<file path="src/assert_macros.svh">
// assertion helpers, compiled out for synthesis
`ifndef ASSERT_MACROS_SVH
`define ASSERT_MACROS_SVH

`ifndef SYNTHESIS

`define GBFS_ASSERT(lbl, clk, rst_n, prop, msg) \
    lbl: assert property (@(posedge clk) disable iff (!rst_n) (prop)) else $error(msg);

`define GBFS_ASSERT_NEXT(lbl, clk, rst_n, ante, cons, msg) \
    lbl: assert property (@(posedge clk) disable iff (!rst_n) (ante) |=> (cons)) else $error(msg);

`else

`define GBFS_ASSERT(lbl, clk, rst_n, prop, msg)

`define GBFS_ASSERT_NEXT(lbl, clk, rst_n, ante, cons, msg)

`endif

`endif

</file>
<file path="src/gbfs_pkg.sv">
`timescale 1ns / 1ps
`default_nettype none

package gbfs_pkg;

    localparam int DEF_MAX_ROWS    = 64;
    localparam int DEF_MAX_COLS    = 64;
    localparam int DEF_QUEUE_DEPTH = 4096;

    localparam int COORD_W   = 6;
    localparam int CFG_W     = 7;
    localparam int CFG_IDX_W = 1;
    localparam int STEP_W    = 12;
    // wide enough for any grid size plus a wrapped neighbor coordinate
    localparam int SZ_W      = 9;

    localparam logic [STEP_W-1:0] STEP_MAX   = 12'hFFF;
    localparam logic [CFG_W-1:0]  SIZE_RESET = 7'd64;

    typedef enum logic [CFG_IDX_W-1:0] {
        CFG_GRID_ROWS = 1'b0,
        CFG_GRID_COLS = 1'b1
    } t_cfg_idx;

    typedef enum logic {
        REQ_WRITE  = 1'b0,
        REQ_SEARCH = 1'b1
    } t_req_kind;

    // neighbor probe order: right, down, left, up
    typedef enum logic [1:0] {
        DIR_RIGHT = 2'd0,
        DIR_DOWN  = 2'd1,
        DIR_LEFT  = 2'd2,
        DIR_UP    = 2'd3
    } t_dir;

    // two's complement offsets per direction
    localparam logic [1:0] DIR_DROW [4] = '{2'b00, 2'b01, 2'b00, 2'b11};
    localparam logic [1:0] DIR_DCOL [4] = '{2'b01, 2'b00, 2'b11, 2'b00};

    typedef enum logic [1:0] {
        RES_MISS = 2'd0,
        RES_ZERO = 2'd1,
        RES_HIT  = 2'd2
    } t_res_kind;

    typedef struct packed {
        logic               req_type;
        logic [COORD_W-1:0] row_or_start_row;
        logic [COORD_W-1:0] col_or_start_col;
        logic               cell_blocked;
        logic [COORD_W-1:0] goal_row;
        logic [COORD_W-1:0] goal_col;
    } t_req;

    typedef struct packed {
        logic              found;
        logic [STEP_W-1:0] step_count;
    } t_res;

    typedef struct packed {
        logic      rclr;
        logic      cell_wr;
        logic      srch_ld;
        logic      st_rd;
        logic      push_start;
        logic      pop;
        logic      nb_rd;
        logic      push;
        logic      load_res;
        t_res_kind res_kind;
        logic      cln;
        t_dir      dir;
    } t_dp_cmd;

    typedef struct packed {
        logic rclr_done;
        logic st_fail;
        logic st_eq;
        logic q_empty;
        logic q_full;
        logic nb_in;
        logic nb_free;
        logic nb_goal;
        logic out_free;
        logic cln_done;
    } t_dp_sts;

endpackage

`default_nettype wire

</file>
<file path="src/gbfs_ctrl.sv">
`timescale 1ns / 1ps
`default_nettype none

module gbfs_ctrl (
    input  wire logic               i_clk,
    input  wire logic               i_rst_n,
    input  wire logic               i_req_valid,
    input  wire logic               i_req_type,
    output logic                    o_req_ready,
    input  wire gbfs_pkg::t_dp_sts  i_sts,
    output gbfs_pkg::t_dp_cmd       o_cmd
);

    typedef enum logic [3:0] {
        S_RCLR,
        S_IDLE,
        S_START,
        S_CHK,
        S_POP,
        S_PRB,
        S_EVAL,
        S_FIN,
        S_CLN
    } t_state;

    t_state               r_state, n_state;
    gbfs_pkg::t_dir       r_dir, n_dir, w_dir_nx;
    gbfs_pkg::t_res_kind  r_kind, n_kind;
    logic                 w_acc;

    always_comb begin
        unique case (r_dir)
            gbfs_pkg::DIR_RIGHT: w_dir_nx = gbfs_pkg::DIR_DOWN;
            gbfs_pkg::DIR_DOWN:  w_dir_nx = gbfs_pkg::DIR_LEFT;
            gbfs_pkg::DIR_LEFT:  w_dir_nx = gbfs_pkg::DIR_UP;
            default:             w_dir_nx = gbfs_pkg::DIR_RIGHT;
        endcase
    end

    always_comb begin
        n_state = r_state;
        n_dir   = r_dir;
        n_kind  = r_kind;
        o_cmd   = '0;
        o_cmd.dir      = r_dir;
        o_cmd.res_kind = r_kind;
        o_req_ready = (r_state == S_IDLE);
        w_acc = i_req_valid && o_req_ready;

        unique case (r_state)
            S_RCLR: begin
                o_cmd.rclr = 1'b1;
                if (i_sts.rclr_done) begin
                    n_state = S_IDLE;
                end
            end
            S_IDLE: begin
                if (w_acc) begin
                    if (i_req_type == gbfs_pkg::REQ_SEARCH) begin
                        o_cmd.srch_ld = 1'b1;
                        n_state = S_START;
                    end else begin
                        o_cmd.cell_wr = 1'b1;
                    end
                end
            end
            S_START: begin
                o_cmd.st_rd = 1'b1;
                n_state = S_CHK;
            end
            S_CHK: begin
                if (i_sts.st_fail) begin
                    n_kind  = gbfs_pkg::RES_MISS;
                    n_state = S_FIN;
                end else if (i_sts.st_eq) begin
                    n_kind  = gbfs_pkg::RES_ZERO;
                    n_state = S_FIN;
                end else begin
                    o_cmd.push_start = 1'b1;
                    n_state = S_POP;
                end
            end
            S_POP: begin
                if (i_sts.q_empty) begin
                    n_kind  = gbfs_pkg::RES_MISS;
                    n_state = S_FIN;
                end else begin
                    o_cmd.pop = 1'b1;
                    n_dir   = gbfs_pkg::DIR_RIGHT;
                    n_state = S_PRB;
                end
            end
            S_PRB: begin
                if (i_sts.nb_in) begin
                    o_cmd.nb_rd = 1'b1;
                    n_state = S_EVAL;
                end else if (r_dir == gbfs_pkg::DIR_UP) begin
                    n_state = S_POP;
                end else begin
                    n_dir = w_dir_nx;
                end
            end
            S_EVAL: begin
                if (i_sts.nb_free && i_sts.nb_goal) begin
                    n_kind  = gbfs_pkg::RES_HIT;
                    n_state = S_FIN;
                end else begin
                    o_cmd.push = i_sts.nb_free && !i_sts.q_full;
                    if (r_dir == gbfs_pkg::DIR_UP) begin
                        n_state = S_POP;
                    end else begin
                        n_dir   = w_dir_nx;
                        n_state = S_PRB;
                    end
                end
            end
            S_FIN: begin
                if (i_sts.out_free) begin
                    o_cmd.load_res = 1'b1;
                    n_state = S_CLN;
                end
            end
            S_CLN: begin
                o_cmd.cln = 1'b1;
                if (i_sts.cln_done) begin
                    n_state = S_IDLE;
                end
            end
            default: begin
                n_state = S_IDLE;
            end
        endcase
    end

    always_ff @(posedge i_clk) begin
        if (!i_rst_n) begin
            r_state <= S_RCLR;
            r_dir   <= gbfs_pkg::DIR_RIGHT;
            r_kind  <= gbfs_pkg::RES_MISS;
        end else begin
            r_state <= n_state;
            r_dir   <= n_dir;
            r_kind  <= n_kind;
        end
    end

endmodule

`default_nettype wire

</file>
<file path="config.mk">
export PLATFORM = sky130hd
export DESIGN_NAME = gbfs_ctrl
export DESIGN_NICKNAME = d
export VERILOG_FILES = /design/src/assert_macros.svh /design/src/gbfs_pkg.sv /design/src/gbfs_ctrl.sv
export SDC_FILE = /design/constraint.sdc
export NUM_CORES = 1
export LEC_CHECK = 0
export BUFFER_PORTS_ARGS = -buffer_cell sky130_fd_sc_hd__buf_2
export CAP_MARGIN = 0
export CORE_MARGIN = 5
export CORE_UTILIZATION = 51
export DETAILED_ROUTE_END_ITERATION = 12
export PLACE_DENSITY = 0.82
export SYNTH_ARGS = -nofsm -noshare
export SYNTH_HDL_FRONTEND = slang
export SYNTH_SLANG_ARGS = --single-unit
</file>
<file path="constraint.sdc">
create_clock -name i_clk -period 4.5 [get_ports i_clk]
set_clock_uncertainty 0.05 [all_clocks]
set_input_delay 0.9 -clock i_clk [delete_from_list [all_inputs] [get_ports i_clk]]
set_output_delay 0.9 -clock i_clk [all_outputs]
set_load 0.01 [all_outputs]
</file>
==> Word level (Yosys, flattened, before mapping) <==
Cells that the tools add are included.
{ "word_totals": {"ff_bits": 8, "output_inout_bits": 15, "word_cells": 79} }
{ "classes": {"eq_ne": 23, "n_mux": 42, "reduce_logical": 11} }
{ "op_table": {"columns": ["operator", "n"], "rows": [
  ["$mux W4", 9],
  ["$pmux W4 S9", 1],
  ["$mux W2", 12],
  ["$ne A2 B2 Y1 const B", 9],
  ["$pmux W2 S3", 3],
  ["$mux W1", 17],
  ["$eq A4 B3 Y1 const B", 4],
  ["$eq A4 B2 Y1 const B", 2],
  ["$reduce_and A4 Y1", 2],
  ["$ne A3 B3 Y1 const B", 2],
  ["$reduce_and A6 Y1", 1],
  ["$reduce_bool A3 Y1", 2],
  ["$eq A2 B2 Y1 const B", 2],
  ["$eq A4 B1 Y1 const B", 1],
  ["$eq A4 B4 Y1 const B", 1],
  ["$logic_not A4 Y1", 1],
  ["$logic_and A1 B1 Y1", 3],
  ["$eq A2 B1 Y1 const B", 1],
  ["$logic_not A2 Y1", 1],
  ["$ne A2 B1 Y1 const B", 1],
  ["$logic_not A1 Y1", 1]
]} }

==> Longest topological paths before layout <==
{ "logic_depth": {"ltp_word": 5, "mapped_depth": 6, "depth_no_buf": 5} }

==> Least setup slack after synthesis <==
No wires, ideal clock.
{ "synth_timing": {"kind": "input port to output port", "from": "input i_sts[2] (netlist name)", "to": "output o_cmd[6] (netlist name)", "arrival_time_ns": 1.384, "required_time_ns": 3.550, "slack_ns": 2.166, "cell_stages": 1, "n_path_buf": 0, "path_cell_list": "nor4b_1"} }
{ "synth_via": {"elab_chain_len": 3} }
{ "synth_lines": {"columns": ["element", "line_no", "rtl"], "rows": [
  ["from (decl)", "gbfs_ctrl.sv:10", "input wire gbfs_pkg::t_dp_sts i_sts,"],
  ["$logic_and A1 B1 Y1", "gbfs_ctrl.sv:104", "if (i_sts.nb_free && i_sts.nb_goal) begin"],
  ["$mux W1", "gbfs_ctrl.sv:104", null],
  ["$mux W1", "gbfs_ctrl.sv:50", "unique case (r_state)"],
  ["to (decl)", "gbfs_ctrl.sv:11", "output gbfs_pkg::t_dp_cmd o_cmd"]
]} }
No other way between the ends.

==> flow_summary.yaml <==
clock_network:
  cts_tree: "done"
  clockBufferDepth: 2
  cts_resized: 0
  cts.sinks: 8
  cts_buffers: 3
  cts.clk_slew.worst_paths_ps: 60
  post_cts_buffers: 0
  h-tree-depth: 1
  root_buffer: "clkbuf_4"
  ctsHoldBuffers: 0
  clk-insertion-delay-late_ps: 260
synth:
  syn-mean-instance-area_um2: 8.11
  synth_cells: 96
  seq_area_frac_synth_pct: 20.6
  synth_edf_count: 0
  ys_warn_count: 0
  syn_nets: 113
  syn-cell-area_um2: 778
  async_flop_share_pct: 0
  synth_area_leader_cell: "dfxtp_1"
  synthTopCellsByArea: "dfxtp_1, mux2i_1, ha_1"
  synth_cell_type_count: 44
  yosys_most_used_dff: "dfxtp_1"
  synth_top_area_share_pct: 20.6
  ys_ff_latch: 8
placement:
  hpwl_um: 1440
  pre_cts_slack_ps: 2030
  placedCellCount: 134
  gp_congestion: 0.824
  port-buffer-count: 28
floorplanning:
  ios: 29
  die_x_um: 49.1
  rows: 14
  dieArea_mm2: 0.00241
  coreArea_mm2: 0.00147
  die_h_um: 49.1
  start_util_pct: 52.9
status:
  status: "completed"
critical_path:
  slowest_delay_ps: 830
  cp_max_fo: 25
  crit_required_ps: 3550
  crit_slowest_cell: "dfxtp_1"
  cp-start-kind: "flip-flop"
  regToRegSetupSlack_ps: 2570
  path_delay_family: "flip-flops"
  cp.arrival_ps: 1820
  cp_cell_sequence: "nor4b_4 > nand2_1 > nor2_1 > buf_2"
  path_buf_inv: 1
  worst-setup-path-type: "flip-flop to output port"
  endpoint_kind: "output port"
global_routing:
  gr-usage-met3_pct: 3.98
  busiest_layer: "met2"
  use_met2_pct: 25.8
  antenna_found_initial: 0
  grt_max_degree: 26
  grt_use_met1_pct: 20.1
  grt_usage_pct: 16.4
  grt_pass1_vias: 740
  grt_pass1_wl_um: 3190
  grt-ovfl-total: 0
sta:
  setup_tns_ps: 0
  rsz0062_at_grt: "no"
  setup_viol: 0
  period_needed_ps: 2770
  fin_crit_sh_pct: 61.5
  hold_viol: 0
  max_freq_mhz: 361
  worstMarginPinSlew_ps: 782
  setup_ws_ps: 1730
  maxSlewHeadroom_pct: 47.8
  final_max_slew_viol_count: 0
pwr:
  fin_total_pwr_mw: 0.233
  ir_drop_v: 0.000131
  leakage_nw: 0.419
  powerDensity_mw_per_mm2: 252
routing:
  first_pass_iters: 4
  via_count: 810
  routedWlPerCell_um: 14.0
  via_per_inst: 5.91
  drtIter0Drc: 21
  wirelength_um: 1920
  drcViolationCount: 0
  ant_nets: 0
finish:
  final_layout_size_suffix_gt1_share_pct: 32.2
  final_common_cell: "buf_2"
  most-common-layout-cells: "buf_2, nor2_1, dfxtp_1"
  postLayoutCoreUtil_pct: 62.8
  fin_nets: 140
  antenna_cells: 0
  fin_cells: 137
  area_growth_syn_to_layout_pct: 18.8
run:
  maxCapViolCount: 0
worst_hold_path:
  hp-class: "flip-flop to flip-flop"
stage by stage:
stage                     area [µm²]  hold WS, ps
after global placement           902          436
after CTS                        925          470
after floorplan                  778          456
after global routing             925          501
final                            925          468
after detailed placement         902          454
cells by family (layout without fill, tap and decap cells):
group	Yosys count	in the layout	share of synthesized area [%]
flops	8	8	20.6
fa+ha+maj	3	3	4.82
buf+inv	11	36	7.07
mux	4	4	5.14
compound gates	24	24	23.2
xor+xnor	1	1	1.13
simple gates	45	45	38.1
worst min-delay path, stage by stage, from the launching register on:
cell and delay [ps]:
dfxtp_1 340, nand2_1 60, mux2i_1 70
registers in the layout, summed over array words and instances (netlist names):
register  flops
r_state       4
r_dir         2
r_kind        2
final cells by class:
cell class	instances	area (µm²)
Fill cell	140	547
Clock buffer	3	22.5
Multi-Input combinational cell	77	563
Sequential cell	8	160
Inverter	5	18.8
Timing Repair Buffer	28	140
Tap cell	16	20.0
worst paths after layout:
path                    from    endpoint  depth (start not counted)
hold / removal      r_dir[0]    r_dir[0]                          2
hold reg to reg     r_dir[0]    r_dir[0]                          2
setup reg to reg  r_state[1]  r_state[1]                          4
setup / recovery  r_state[0]   o_cmd[12]                          4
synth_stat cells, drive strengths merged, types with 3 or more instances:
library cell / instances
a21oi: 4
and2: 4
buf: 5
dfxtp: 8
ha: 3
inv: 5
mux2i: 4
nand2: 7
nor2: 8
nor2b: 3
nor3: 5
nor4b: 3
o21ai: 3
metal layers:
metal / up-vias / wire, µm
li1: 404 / -
met1: 376 / 812
met2: 27 / 964
met3: 3 / 116
met4: 0 / 26
met5: - / 0
report_power, final:
part           switching (mW)  internal (mW)
clock                  0.0263         0.0306
combinational          0.0365         0.0440
sequential             0.0208         0.0747
total                  0.0835          0.149
(Power assumes the default switching activity.)
